### src/hw/rtl/iee_pkg.sv
package iee_pkg;

	// ASCII codes the evaluator reacts to
	localparam logic [7:0] CHAR_SPACE = 8'h20;
	localparam logic [7:0] CHAR_STAR  = 8'h2A;
	localparam logic [7:0] CHAR_PLUS  = 8'h2B;
	localparam logic [7:0] CHAR_MINUS = 8'h2D;
	localparam logic [7:0] CHAR_SLASH = 8'h2F;
	localparam logic [7:0] CHAR_ZERO  = 8'h30;
	localparam logic [7:0] CHAR_NINE  = 8'h39;

	localparam int VALUE_W = 32;

	typedef enum logic [2:0] {
		CLS_DIGIT,
		CLS_SPACE,
		CLS_MUL,
		CLS_DIV,
		CLS_ADD,
		CLS_SUB,
		CLS_END
	} char_class_t;

	typedef enum logic [1:0] {
		KIND_NONE,
		KIND_MUL,
		KIND_DIV
	} mul_kind_t;

	typedef enum logic [1:0] {
		ST_IDLE,
		ST_FACTOR,
		ST_UNIT,
		ST_APPLY
	} state_t;

	typedef struct packed {
		logic digit_en;
		logic latch_op;
		logic take_number;
		logic zero_div;
		logic unit_start;
		logic take_unit;
		logic set_mul;
		logic set_div;
		logic add_term;
		logic emit;
	} cmd_t;

	typedef struct packed {
		char_class_t in_class;
		char_class_t op_class;
		mul_kind_t   kind;
		logic        number_zero;
		logic        unit_done;
	} status_t;

	function automatic char_class_t classify(input logic [7:0] c);
		char_class_t cls;
		if (c >= CHAR_ZERO && c <= CHAR_NINE) begin
			cls = CLS_DIGIT;
		end else begin
			unique case (c)
				CHAR_SPACE: cls = CLS_SPACE;
				CHAR_STAR:  cls = CLS_MUL;
				CHAR_SLASH: cls = CLS_DIV;
				CHAR_PLUS:  cls = CLS_ADD;
				CHAR_MINUS: cls = CLS_SUB;
				default:    cls = CLS_END;
			endcase
		end
		return cls;
	endfunction

endpackage

### src/hw/rtl/infix_expression_evaluator.sv
// Infix expression evaluator. Feed one ASCII character per input item; digits build unsigned
// decimal numbers, spaces are skipped, + - * / are operators with * and / binding tighter and
// both levels running left to right. Any other character (normally '=') ends the expression and
// produces one result item: the low 32 bits of the value on m_tdata and a division-by-zero flag
// on m_tuser, after which the evaluator starts afresh. Arithmetic wraps modulo 2^DATA_WIDTH in
// two's complement; division truncates toward zero and a division by zero yields 0 and sets the
// flag. A missing number counts as 0. A digit or a space is absorbed in the idle state; any
// other character passes through factor completion and operator apply, and no new character is
// accepted until it is done; when it closes a * factor or a / factor with a nonzero divisor, the
// product or quotient comes from a shared shift-add / restoring divide unit that resolves one bit
// per cycle. An end character also waits while a previous result item is still unclaimed on the output register.
module infix_expression_evaluator import iee_pkg::*; #(
	parameter int DATA_WIDTH = 32
) (
	input  logic               clk,
	input  logic               arst_n,
	input  logic               s_tvalid,
	output logic               s_tready,
	input  logic [7:0]         s_tdata,  // [7:0] char_code
	output logic               m_tvalid,
	input  logic               m_tready,
	output logic [VALUE_W-1:0] m_tdata,  // [31:0] value
	output logic [0:0]         m_tuser   // [0] div_by_zero
);

	cmd_t    cmd;
	status_t status;

	// sequencing: character decode, factor completion, operator apply
	iee_ctrl u_ctrl (
		.clk      (clk),
		.arst_n   (arst_n),
		.s_tvalid (s_tvalid),
		.s_tready (s_tready),
		.m_tvalid (m_tvalid),
		.m_tready (m_tready),
		.status   (status),
		.cmd      (cmd)
	);

	// accumulators, pending operators and the result register
	iee_datapath #(
		.DATA_WIDTH(DATA_WIDTH)
	) u_datapath (
		.clk       (clk),
		.arst_n    (arst_n),
		.char_in   (s_tdata),
		.cmd       (cmd),
		.status    (status),
		.out_value (m_tdata),
		.out_dz    (m_tuser[0])
	);

endmodule

### src/hw/rtl/iee_muldiv.sv
module iee_muldiv import iee_pkg::*; #(
	parameter int DATA_WIDTH = 32
) (
	input  logic                  clk,
	input  logic                  arst_n,
	input  logic                  start,
	input  logic                  is_div,
	input  logic [DATA_WIDTH-1:0] a,
	input  logic [DATA_WIDTH-1:0] b,
	output logic                  done,
	output logic [DATA_WIDTH-1:0] result
);

	localparam int CNT_W = $clog2(DATA_WIDTH);
	localparam logic [CNT_W-1:0] LAST = CNT_W'(DATA_WIDTH - 1);

	logic                  busy_q;
	logic                  done_q;
	logic [CNT_W-1:0]      cnt_q;
	logic                  div_mode_q;
	logic                  neg_q;
	logic [DATA_WIDTH-1:0] acc_q;
	logic [DATA_WIDTH-1:0] quo_q;
	logic [DATA_WIDTH-1:0] opb_q;

	logic [DATA_WIDTH-1:0] a_mag;
	logic [DATA_WIDTH-1:0] b_mag;
	logic [DATA_WIDTH:0]   rem_sh;
	logic [DATA_WIDTH:0]   rem_sub;
	logic                  rem_ge;

	assign a_mag   = a[DATA_WIDTH-1] ? (~a + 1'b1) : a;
	assign b_mag   = b[DATA_WIDTH-1] ? (~b + 1'b1) : b;
	assign rem_sh  = {acc_q, quo_q[DATA_WIDTH-1]};
	assign rem_ge  = rem_sh >= {1'b0, opb_q};
	assign rem_sub = rem_sh - {1'b0, opb_q};

	always_ff @(posedge clk or negedge arst_n) begin
		if (!arst_n) begin
			busy_q <= 1'b0;
			done_q <= 1'b0;
			cnt_q  <= '0;
		end else begin
			done_q <= 1'b0;
			if (start) begin
				busy_q <= 1'b1;
				cnt_q  <= '0;
			end else if (busy_q) begin
				cnt_q <= cnt_q + 1'b1;
				if (cnt_q == LAST) begin
					busy_q <= 1'b0;
					done_q <= 1'b1;
				end
			end
		end
	end

	// one quotient bit or one multiplier bit per cycle
	always_ff @(posedge clk) begin
		if (start) begin
			div_mode_q <= is_div;
			neg_q      <= a[DATA_WIDTH-1] ^ b[DATA_WIDTH-1];
			acc_q      <= '0;
			quo_q      <= is_div ? a_mag : b;
			opb_q      <= is_div ? b_mag : a;
		end else if (busy_q) begin
			if (div_mode_q) begin
				acc_q <= rem_ge ? rem_sub[DATA_WIDTH-1:0] : rem_sh[DATA_WIDTH-1:0];
				quo_q <= {quo_q[DATA_WIDTH-2:0], rem_ge};
			end else begin
				acc_q <= acc_q + (quo_q[0] ? opb_q : '0);
				opb_q <= {opb_q[DATA_WIDTH-2:0], 1'b0};
				quo_q <= {1'b0, quo_q[DATA_WIDTH-1:1]};
			end
		end
	end

	assign done   = done_q;
	assign result = div_mode_q ? (neg_q ? (~quo_q + 1'b1) : quo_q) : acc_q;

	a_done_follows_busy: assert property (@(posedge clk) disable iff (!arst_n)
		done_q |-> (!busy_q && $past(busy_q)))
		else $error("unit finished without running");

	a_no_restart: assert property (@(posedge clk) disable iff (!arst_n)
		start |-> !busy_q)
		else $error("unit restarted while busy");

endmodule

### src/hw/rtl/iee_datapath.sv
module iee_datapath import iee_pkg::*; #(
	parameter int DATA_WIDTH = 32
) (
	input  logic               clk,
	input  logic               arst_n,
	input  logic [7:0]         char_in,
	input  cmd_t               cmd,
	output status_t            status,
	output logic [VALUE_W-1:0] out_value,
	output logic               out_dz
);

	logic [DATA_WIDTH-1:0] sum_q;
	logic [DATA_WIDTH-1:0] term_q;
	logic [DATA_WIDTH-1:0] number_q;
	logic                  minus_q;
	mul_kind_t             kind_q;
	logic                  zdiv_q;
	logic [7:0]            op_q;
	logic [VALUE_W-1:0]    out_value_q;
	logic                  out_dz_q;

	logic [DATA_WIDTH-1:0] digit_val;
	logic [DATA_WIDTH-1:0] number_next;
	logic [DATA_WIDTH-1:0] sum_next;
	logic [DATA_WIDTH-1:0] unit_result;
	logic                  unit_done;
	char_class_t           op_class;

	assign op_class    = classify(op_q);
	assign digit_val   = DATA_WIDTH'(char_in - CHAR_ZERO);
	// times ten as eight plus two
	assign number_next = (number_q << 3) + (number_q << 1) + digit_val;
	assign sum_next    = minus_q ? (sum_q - term_q) : (sum_q + term_q);

	iee_muldiv #(
		.DATA_WIDTH(DATA_WIDTH)
	) u_muldiv (
		.clk    (clk),
		.arst_n (arst_n),
		.start  (cmd.unit_start),
		.is_div (kind_q == KIND_DIV),
		.a      (term_q),
		.b      (number_q),
		.done   (unit_done),
		.result (unit_result)
	);

	always_ff @(posedge clk or negedge arst_n) begin
		if (!arst_n) begin
			sum_q    <= '0;
			term_q   <= '0;
			number_q <= '0;
			minus_q  <= 1'b0;
			kind_q   <= KIND_NONE;
			zdiv_q   <= 1'b0;
		end else begin
			if (cmd.digit_en) begin
				number_q <= number_next;
			end
			if (cmd.take_number) begin
				term_q   <= number_q;
				number_q <= '0;
			end
			if (cmd.zero_div) begin
				term_q   <= '0;
				number_q <= '0;
				zdiv_q   <= 1'b1;
			end
			if (cmd.take_unit) begin
				term_q   <= unit_result;
				number_q <= '0;
			end
			if (cmd.set_mul) begin
				kind_q <= KIND_MUL;
			end
			if (cmd.set_div) begin
				kind_q <= KIND_DIV;
			end
			if (cmd.add_term) begin
				sum_q   <= sum_next;
				term_q  <= '0;
				kind_q  <= KIND_NONE;
				minus_q <= (op_class == CLS_SUB);
			end
			if (cmd.emit) begin
				sum_q    <= '0;
				term_q   <= '0;
				number_q <= '0;
				minus_q  <= 1'b0;
				kind_q   <= KIND_NONE;
				zdiv_q   <= 1'b0;
			end
		end
	end

	always_ff @(posedge clk) begin
		if (cmd.latch_op) begin
			op_q <= char_in;
		end
		if (cmd.emit) begin
			out_value_q <= VALUE_W'(sum_next);
			out_dz_q    <= zdiv_q;
		end
	end

	assign status.in_class    = classify(char_in);
	assign status.op_class    = op_class;
	assign status.kind        = kind_q;
	assign status.number_zero = (number_q == '0);
	assign status.unit_done   = unit_done;

	assign out_value = out_value_q;
	assign out_dz    = out_dz_q;

endmodule

### src/hw/rtl/iee_ctrl.sv
module iee_ctrl import iee_pkg::*; (
	input  logic    clk,
	input  logic    arst_n,
	input  logic    s_tvalid,
	output logic    s_tready,
	output logic    m_tvalid,
	input  logic    m_tready,
	input  status_t status,
	output cmd_t    cmd
);

	state_t state_q;
	state_t state_next;
	logic   m_tvalid_q;
	logic   accept;
	logic   out_free;

	assign accept   = s_tvalid && s_tready;
	assign out_free = !m_tvalid_q || m_tready;

	always_comb begin
		state_next = state_q;
		unique case (state_q)
			ST_IDLE: begin
				if (accept && status.in_class != CLS_DIGIT && status.in_class != CLS_SPACE) begin
					state_next = ST_FACTOR;
				end
			end
			ST_FACTOR: begin
				if (status.kind == KIND_NONE ||
				    (status.kind == KIND_DIV && status.number_zero)) begin
					state_next = ST_APPLY;
				end else begin
					state_next = ST_UNIT;
				end
			end
			ST_UNIT: begin
				if (status.unit_done) begin
					state_next = ST_APPLY;
				end
			end
			ST_APPLY: begin
				if (status.op_class != CLS_END || out_free) begin
					state_next = ST_IDLE;
				end
			end
			default: state_next = ST_IDLE;
		endcase
	end

	always_comb begin
		cmd      = '0;
		s_tready = 1'b0;
		unique case (state_q)
			ST_IDLE: begin
				s_tready = 1'b1;
				if (accept) begin
					case (status.in_class)
						CLS_DIGIT: cmd.digit_en = 1'b1;
						CLS_SPACE: ;
						default:   cmd.latch_op = 1'b1;
					endcase
				end
			end
			ST_FACTOR: begin
				if (status.kind == KIND_NONE) begin
					cmd.take_number = 1'b1;
				end else if (status.kind == KIND_DIV && status.number_zero) begin
					cmd.zero_div = 1'b1;
				end else begin
					cmd.unit_start = 1'b1;
				end
			end
			ST_UNIT: begin
				cmd.take_unit = status.unit_done;
			end
			ST_APPLY: begin
				case (status.op_class)
					CLS_MUL:                cmd.set_mul  = 1'b1;
					CLS_DIV:                cmd.set_div  = 1'b1;
					CLS_ADD, CLS_SUB:       cmd.add_term = 1'b1;
					default:                cmd.emit     = out_free;
				endcase
			end
			default: ;
		endcase
	end

	always_ff @(posedge clk or negedge arst_n) begin
		if (!arst_n) begin
			state_q    <= ST_IDLE;
			m_tvalid_q <= 1'b0;
		end else begin
			state_q <= state_next;
			if (cmd.emit) begin
				m_tvalid_q <= 1'b1;
			end else if (m_tready) begin
				m_tvalid_q <= 1'b0;
			end
		end
	end

	assign m_tvalid = m_tvalid_q;

	a_emit_into_free_slot: assert property (@(posedge clk) disable iff (!arst_n)
		cmd.emit |-> (!m_tvalid_q || m_tready))
		else $error("result overwritten before it was taken");

	a_unit_result_taken: assert property (@(posedge clk) disable iff (!arst_n)
		(state_q == ST_UNIT && status.unit_done) |=> state_q == ST_APPLY)
		else $error("unit result not applied");

endmodule
### config.mk
export PLATFORM = sky130hd
export DESIGN_NAME = infix_expression_evaluator
export DESIGN_NICKNAME = d
export VERILOG_FILES = /design/src/hw/rtl/iee_pkg.sv /design/src/hw/rtl/infix_expression_evaluator.sv /design/src/hw/rtl/iee_muldiv.sv /design/src/hw/rtl/iee_datapath.sv /design/src/hw/rtl/iee_ctrl.sv
export SDC_FILE = /design/constraint.sdc
export NUM_CORES = 1
export LEC_CHECK = 0
export BUFFER_PORTS_ARGS = -buffer_cell sky130_fd_sc_hd__buf_4
export CAP_MARGIN = 10
export CORE_ASPECT_RATIO = 2
export CORE_MARGIN = 5
export CORE_UTILIZATION = 31
export CTS_CLUSTER_DIAMETER = 200
export DETAILED_ROUTE_END_ITERATION = 16
export PLACE_DENSITY = 0.52
export SKIP_LAST_GASP = 1
export SLEW_MARGIN = 0
export SYNTH_ARGS = -nofsm -noshare
export SYNTH_HDL_FRONTEND = slang
export SYNTH_HIERARCHICAL = 1
export SYNTH_SLANG_ARGS = --single-unit
### constraint.sdc
create_clock -name clk -period 3.8 [get_ports clk]
set_input_delay 0 -clock clk [delete_from_list [all_inputs] [get_ports clk]]
set_output_delay 0 -clock clk [all_outputs]
set_load 0.02 [all_outputs]
==> results.md, run 1 <==
Setup path:
- The critical-path maximum fanout is 5.
- The dominant delay contributor by cell family on the critical path is simple AND/OR/NAND/NOR gates.
- Counting cells, the worst reg-to-reg path comes to 17.
- STA classifies the critical path endpoint as a register.
- At the worst endpoint, the required time is 4270 ps.
- The worst setup slack for register-to-register paths is -70 ps.
- Data arrives at the worst endpoint at 4340 ps.
- The worst register-to-register path ends at u_datapath/sum_q[29].
- The largest single stage delay on the critical path is 530 ps.
- The critical path's slowest cell is or4_4.
- In this design, the critical path's most frequently occurring cell is nor2_4.
- The critical path crosses 17 cells after its start point.
- The most critical setup path has its endpoint at u_datapath/sum_q[29].
- Walking the worst path, the cells encountered are or4_4 > or3_4 > nor2_4 > nand2_4 > or2_4 > nor2_4 > nor2_2 > xnor2_1 > ha_1 > a21o_1 > a31oi_1 > o21ai_1 > a31oi_2 > buf_4 > a31oi_4 > xor2_2 > a22o_1.
- The critical path starts at u_datapath/term_q[6].
- Counting both buffers and inverters, the worst setup path holds a total of 1.
- The launch instance of the worst register-to-register path is u_datapath/term_q[6].
- The critical path is of the reg2reg type.
- STA classifies the critical path startpoint as a register.

GRT:
- The global-route wire length before repair is 113 mm.
- The met2 track demand over resource in global routing is 0.326.
- For this run, global-route usage on met3 was measured as 0.0174.
- Across every metal layer, demand over resource in global routing totals 0.186.
- The maximum number of pins on one net before global-route repair is 99.
- Summed over all layers, the global routing overflow is 0.
- After global routing, the most crowded layer is met2.
- The number of global-route vias before repair came to 19,524.
- In the global route stage, met1 resource usage came out at 0.234.
- The initial antenna violation count is 0.

Timing:
- Setup repair after global routing could not meet its margin everywhere.
- The actual slew at the worst max-slew pin is 905 ps.
- On the final layout, the worst clock skew is 12.4 ps.
- The final-report hold violation count is 0.
- The number of slew-limit violations in the final report was 0.
- Hold timing on the final database bottoms out at a slack of 196 ps.
- Derived from the worst setup path, the maximum achievable clock frequency is 0.259 GHz.
- The setup-violating endpoint count in the final report is 4.
- Measured against its own limit, the worst slew margin works out to 0.395.
- The share of the clock period used by the worst path after layout is 1.02.
- The least setup slack across all paths after layout is -67.1 ps.
- The time the final worst path needs with I/O delays and setup is 3870 ps.

Placement:
- The HPWL after detailed placement is 54.7 mm.
- The worst setup slack before clock tree synthesis is -132 ps.
- The cell count after placement is 3,528.
- The final weighted congestion in routability-driven placement is 0.922.
- The number of buffer cells added on primary ports is 46.

Die:
- The total I/O pin count is 47.
- The die covers 75,300 um^2.
- In this run the vertical extent of the chip is 383 um.
- The die outline width is 197 um.
- The initial utilization of the core area, before any placement, comes to 0.311.
- The area of the core region is 69,400 um^2.
- The floorplan has 137 rows.

Route:
- In the routed design, unresolved DRC markers number 0.
- After detailed routing, the number of vias per cell comes to 5.50.
- The final routed wirelength across all metal layers is 72.3 mm.
- The first detailed-routing pass ran for 5 iterations.
- The routed layout has 19,819 vias.
- After detailed routing, the average wire length per cell comes to 20.1 um.
- The antenna violation net count after detailed routing is 0.
- The detailed router finished its first iteration with 1,419 violations.

Synthesis:
- The leading register cell type out of synthesis is dfrtp_1.
- The synthesized design spends more area on one cell type than any other, namely edfxtp_1.
- In the post-synthesis netlist, the biggest area contributors are edfxtp_1 15%, dfrtp_1 13%, ha_1 7.9%.
- The total number of yosys warnings is 6.
- The sequential share of the synthesized area is 0.306.
- The number of flops mapped to enable cells by yosys is 107.
- In this run the cell area of the synthesized design comes to 21,600 um^2.
- The number of nets handed over by synthesis was 2,710.
- The async set or reset register ratio after synthesis is 0.442.
- The fraction of post-synthesis cell area in the top cell type by area is 0.149.
- The number of instances in the synthesized netlist is 2,529.
- The synthesis-stage register bit count is 249.
- The count of unique library cells instantiated by Yosys is 93.
- A synthesized cell averages 8.53 um^2.

Clock network:
- At the later pin of the worst-skew pair, clock insertion delay measures 590 ps.
- The number of clock sinks is 249.
- Clock-pin slew was measured on the worst setup and hold paths at 60 ps.
- The clock tree root driver cell is clkbuf_16.
- TritonCTS built the clock tree.
- The clock buffer count from CTS is 30.
- The clock passes through at most 3 buffers.
- The deepest level of the CTS H-tree is 1.

Cells and area:
- The post-synthesis to final-layout area growth is 19.0%.
- The layout has 7,152 filler cells.
- For this run, the share of the core covered by cells in the final layout is 0.370.
- The final net count is 2,860.
- The finished layout holds 3,606 standard cells, fillers aside.
- The library cells used most frequently in the layout, excluding fill and tap cells, are 240 x nor2_1, 225 x buf_4, 225 x nand2_1, 203 x o21ai_0, 169 x a21oi_1.
- Leaving out fill and tap cells, the most frequent cell in the layout is nor2_1.
- The fraction of layout cells with a size suffix above 1 is 0.153.
- The number of antenna diodes in the final layout is 0.

Run status:
- The run finished, with violations left.
- The final reports fail on setup timing.

Pwr:
- For this design the ratio of total power to cell area is 691 nW/um^2.
- VDD sags by at most 0.436 mV.
- The leakage power is 10.9 nW.

Worst hold path:
- The number of cells traversed by the worst hold path is 2.
- The worst hold path belongs to the class in2reg.

Run:
- The number of violations of the max-capacitance limit is 0.
cell usage after synthesis, types with 8 or more instances:
cell,number
nor2_1,251
nand2_1,228
o21ai_0,216
a21oi_1,187
ha_1,137
xor2_1,129
dfrtp_1,110
edfxtp_1,107
clkbuf_1,104
xnor2_1,103
inv_1,90
mux2i_1,81
a21o_1,68
o211ai_1,67
nor3_1,46
o31ai_1,38
nand3_1,35
dfxtp_1,32
fa_1,32
a22oi_1,31
nand4_1,31
a211oi_1,29
nand2b_1,29
nor2b_1,26
a31oi_1,22
o21a_1,22
nor4_1,20
or3_1,19
mux2_2,18
or4_1,17
a22o_1,15
buf_1,14
and3_1,13
o21bai_1,13
buf_2,11
nor3b_1,9
o21ai_1,8
layout make-up:
| cell class | instances | area (um^2) | share of cell area |
|---|---|---|---|
| repair buffers | 249 | 2020 | 0.0787 |
| clock inverters | 12 | 150 | 0.00585 |
| inverters | 92 | 345 | 0.0134 |
| clock buffers | 44 | 876 | 0.0341 |
| flip-flops and latches | 249 | 6610 | 0.257 |
| multi-input cells | 2057 | 14600 | 0.567 |
| well taps | 903 | 1130 | 0.0440 |
state kept, by name (all words and copies together), names as in the netlist, 5 cells and up:
signal                     count
u_datapath/u_muldiv/acc_q     32
u_datapath/sum_q              32
u_datapath/u_muldiv/quo_q     32
u_datapath/u_muldiv/cnt_q      5
u_datapath/term_q             32
u_datapath/out_value          32
u_datapath/op_q                8
u_datapath/number_q           32
u_datapath/u_muldiv/opb_q     32
routing by layer:
layer  share of wire  routed length [um]
met5               0                   0
met1            0.42               30400
met2            0.50               36000
met3           0.038                2730
met4           0.045                3220
logic make-up (layout without fill, tap and decap cells):
group / after synthesis / in the layout / synth area share
AO/OA/AOI/OAI: 794 / 794 / 0.236
AND/OR/NAND/NOR: 761 / 761 / 0.167
flip-flops: 249 / 249 / 0.306
XOR/XNOR: 233 / 233 / 0.0949
buffers and inverters: 223 / 397 / 0.0398
adder cells (fa/ha/maj): 169 / 169 / 0.109
multiplexers: 100 / 100 / 0.0476
stage by stage:
stage               cell area [um^2]  TNS [ps]  total power, mW
floorplan                      21600     -37.6             11.1
global route                   25700     -2440             19.1
global placement               24100      -498             14.1
CTS                            25300     -40.4             17.4
finish                         25700      -125             17.8
detailed placement             24100      -633             14.2
repair_timing:
action,in CTS,in global routing
gates resized for setup,6,96
setup endpoints to repair,15,44
endpoints found under the hold margin,58,0
pin swaps,1,63
hold buffers,13,0
buffers inserted,1,10
worst min path at each step:
stage / from / to / slack [ps]
2_1_floorplan: arst_n / u_ctrl/m_tvalid / -300
3_3_place_gp: arst_n / u_datapath/sum_q[16] / 80
3_5_place_dp: arst_n / u_datapath/sum_q[14] / 70
4_1_cts: s_tdata[7] / u_datapath/op_q[7] / 180
5_1_grt: s_tdata[5] / u_datapath/op_q[5] / 200
6_report: s_tdata[5] / u_datapath/op_q[5] / 200
where the power goes:
part	leakage, nW	switching, mW	internal, mW
logic	7.61	5.78	4.33
registers	2.81	0.770	3.85
clock network	0.504	1.24	1.80
(Power assumes the default switching activity.)
==> run 2: changes to the inputs <==
--- a/config.mk
+++ b/config.mk
@@ -8,7 +8,7 @@
 export BUFFER_PORTS_ARGS = -buffer_cell sky130_fd_sc_hd__buf_4
 export CAP_MARGIN = 10
 export CORE_ASPECT_RATIO = 2
-export CORE_MARGIN = 5
+export CORE_MARGIN = 3
 export CORE_UTILIZATION = 31
 export CTS_CLUSTER_DIAMETER = 200
 export DETAILED_ROUTE_END_ITERATION = 16
==> constraint.sdc (replaced) <==
create_clock -name clk -period 3.8 [get_ports clk]
set_input_delay 0.38 -clock clk [delete_from_list [all_inputs] [get_ports clk]]
set_output_delay 0.38 -clock clk [all_outputs]
set_load 0.02 [all_outputs]
==> run 2 against run 1 <==
Net effect:
- the run still ends with setup timing left
- core utilization up 0.96 points
- register-to-register slack about the same
- total power up 3.2%
- clock power down 5%
- final cell count up 0.94%
- clock skew up 12 ps
- routed wire length up 5.7%
- count of clock-buffer cells in the layout down 10
- flip-flop and latch count unchanged
- fmax about the same
- highest routed layer unchanged
==> results.md, run 2 (synthesized netlist as in run 1, its figures left out) <==
Run status:
- The run finished, with violations left.
- The final reports fail on setup timing.

Pwr:
- The areal power density over the cells was 701 nW/um^2 (+1.3%).
- The leakage power is 11.1 nW (+1.6%).
- The peak ir drop on the vdd network is 0.491 mV (+13%).
- The total power was 18.3 mW (+3.2%).

Route:
- The post-detailed-route via-to-cell ratio is 5.46 (-0.60%).
- The number of search-and-repair iterations in the first detailed-routing pass is 5 (unchanged).
- The initial detailed-routing violation count was 1,088 (-23%).
- The antenna violation net count after detailed routing is 0 (unchanged).
- The average wire length per cell after detail routing is 21.0 um (+4.7%).
- The final routed wirelength across all metal layers came to 76.4 mm (+5.7%).
- The detailed-route DRC error count is 0 (unchanged).
- The via count is 19,886 (+0.34%).

GRT:
- The number of global-route vias before repair came to 20,772 (+6.4%).
- The initial antenna violation count is 0 (unchanged).
- The residual overflow from global routing is 0 (unchanged).
- The global-route wire length before repair is 119 mm (+5.2%).
- The maximum number of pins on one net before global-route repair is 139 (+40%).
- The overall routing resource usage is 0.208 (+0.0227).

Timing:
- The least setup slack across all paths after layout is -64.6 ps (+2.47 ps).
- The clock skew is 24.6 ps (+12.2 ps).
- The final-report hold violation count is 0 (unchanged).
- The share of the clock period used by the worst path after layout was 1.02 (about the same).
- Setup repair after global routing could not meet its margin everywhere.
- The time the final worst path needs with I/O delays and setup is 3860 ps (-2.47 ps).
- The remaining max-slew budget at the tightest pin is 0.362 (-0.0328).
- The setup-violating endpoint count in the final report is 11 (+7).
- The maximum frequency from static timing analysis is 0.259 GHz (about the same).
- The number of slew-limit violations in the final report is 0 (unchanged).
- The actual slew at the worst max-slew pin is 955 ps (+50.5 ps).
- The final-layout worst hold slack is 45.0 ps (-151 ps).

Setup path:
- The worst setup path is of the reg2reg kind.
- The element type at the critical path end is a register.
- The number of cells traversed by the worst register-to-register path is 16 (-1).
- The critical-path maximum fanout is 4 (-1).
- The endpoint arrival time on the critical path came to 4320 ps (-20 ps).
- The category of the worst setup path launch point is a register.
- The data required time of the critical path is 4260 ps (about the same).

Cells and area:
- The library cell used most frequently in the layout, excluding fill and tap cells, is buf_4.
- The post-layout instance count excluding filler cells is 3,640 (+0.94%).
- The layout filler cell count is 7,070 (-1.1%).
- The fraction of layout cells with a size suffix above 1 is 0.180 (+0.0277).
- The number of antenna diodes is 0 (unchanged).
- The final net count is 2,904 (+1.5%).
- The area growth from synthesis to layout is 21.2%.
- The library cells used most frequently in the layout, excluding fill and tap cells, are 277 x buf_4, 240 x nor2_1, 225 x nand2_1, 201 x o21ai_0, 168 x a21oi_1.

Die:
- The total I/O pin count is 47 (unchanged).
- The height of the chip came to 379 um (-1.0%).
- The die outline width came to 193 um (-2.0%).
- The die area is 73,000 um^2 (-3.1%).
- The initial core utilization is 0.313 (+0.00229).
- The cell row count is 136 (-0.73%).
- The area of the core region is 68,900 um^2 (-0.73%).

Run:
- The number of violations of the max-capacitance limit is 0 (unchanged).

Clock network:
- The clock buffer count from CTS came to 26 (-13%).
- The clock tree from TritonCTS is built.
- The register clock-pin slew on the reported worst setup and hold paths is 70 ps (about the same).
- The number of clock sinks is 249 (unchanged).
- The clock latency of the later-clocked register in the worst-skew pair came to 580 ps (about the same).
- The deepest level of the CTS H-tree is 1 (unchanged).
- The clock tree buffer depth is 3 (unchanged).
- The clock tree root driver cell is clkbuf_16.

Placement:
- The cell count after placement is 3,579 (+1.4%).
- The worst setup slack before clock tree synthesis came to -433 ps (-302 ps).
- The number of buffer cells added on primary ports came to 46 (unchanged).
- The final weighted congestion in routability-driven placement is 0.955 (+3.6%).
- The HPWL after detailed placement is 60.4 mm (+10%).

Worst hold path:
- The number of cells traversed by the worst hold path is 1 (-1).
- The worst hold path belongs to the class in2reg.
-- run 2: cell types whose count changed in the layout (fill, tap and decap cells not counted), sizes merged --
cell,previous run,this run
clkbuf,44,34
clkinv,8,6
inv,92,90
buf,236,296
bufinv,3,5
clkinvlp,1,5
dlygate4sd3,13,1
-- run 2: layer usage --
metal	GRT usage	up-vias	wire length [um]
li1	-	9622	-
met1	0.207	9609	26700
met2	0.407	458	42100
met3	0.0195	197	2080
met4	0.126	0	5640
met5	0	-	0
-- run 2: per-stage QoR --
| step | setup TNS [ps] | utilization | instance area (um^2) |
|---|---|---|---|
| floorplan | -58.8 | - | 21700 |
| global placement | -7080 | 0.357 | 24600 |
| detailed placement | -7450 | 0.357 | 24600 |
| CTS | -2050 | 0.374 | 25800 |
| global route | -3060 | 0.380 | 26200 |
| finish | -288 | 0.380 | 26200 |
-- run 2: path summary, 6_finish.rpt --
| check | start | end | slack, ps |
|---|---|---|---|
| setup / recovery | u_datapath/term_q[4] | u_datapath/sum_q[28] | -60 |
| hold / removal | s_tdata[0] | u_datapath/op_q[0] | 40 |
| setup reg to reg | u_datapath/term_q[4] | u_datapath/sum_q[28] | -60 |
| hold reg to reg | u_datapath/zdiv_q | u_datapath/out_dz | 460 |
| max in group asynchronous | arst_n | u_datapath/u_muldiv/cnt_q[4] | 2420 |
| min in group asynchronous | arst_n | u_datapath/sum_q[0] | 420 |
-- run 2: worst max-delay path, cell delays in order (launching register included) --
cell and delay (ps):
dfrtp_2 410, or4_4 550, or3_4 420, nor2_4 120
nand2_2 80, or2_4 240, nor2_2 80, nor2_1 60
xnor2_2 160, ha_4 300, nand4_1 140, or3_1 390
o21bai_1 160, buf_4 170, a31oi_4 90, xnor2_2 160
a22o_1 200
-- run 2: cell type report --
cell class              count  area (um^2)  share of cell area
flip-flops and latches    249         6610               0.253
repair buffers            297         2380              0.0911
clock buffers              34          742              0.0284
inverters                  92          349              0.0133
clock inverters            14          204             0.00780
well taps                 897         1120              0.0429
multi-input cells        2057        14700               0.564
-- run 2: where the power goes --
group,leakage (nW),internal (mW),switching (mW)
sequential,2.81,3.85,0.726
clock,0.453,1.72,1.18
combinational,7.85,4.73,6.13
total,11.1,10.3,8.03
-- run 2: what timing repair did --
| action | in CTS | in global routing |
|---|---|---|
| endpoints found under the hold margin | 52 | 0 |
| hold buffers | 1 | 0 |
| setup buffers | 4 | 9 |
| setup endpoints to repair | 39 | 49 |
| resized for setup | 58 | 64 |
| pin swaps | 28 | 47 |
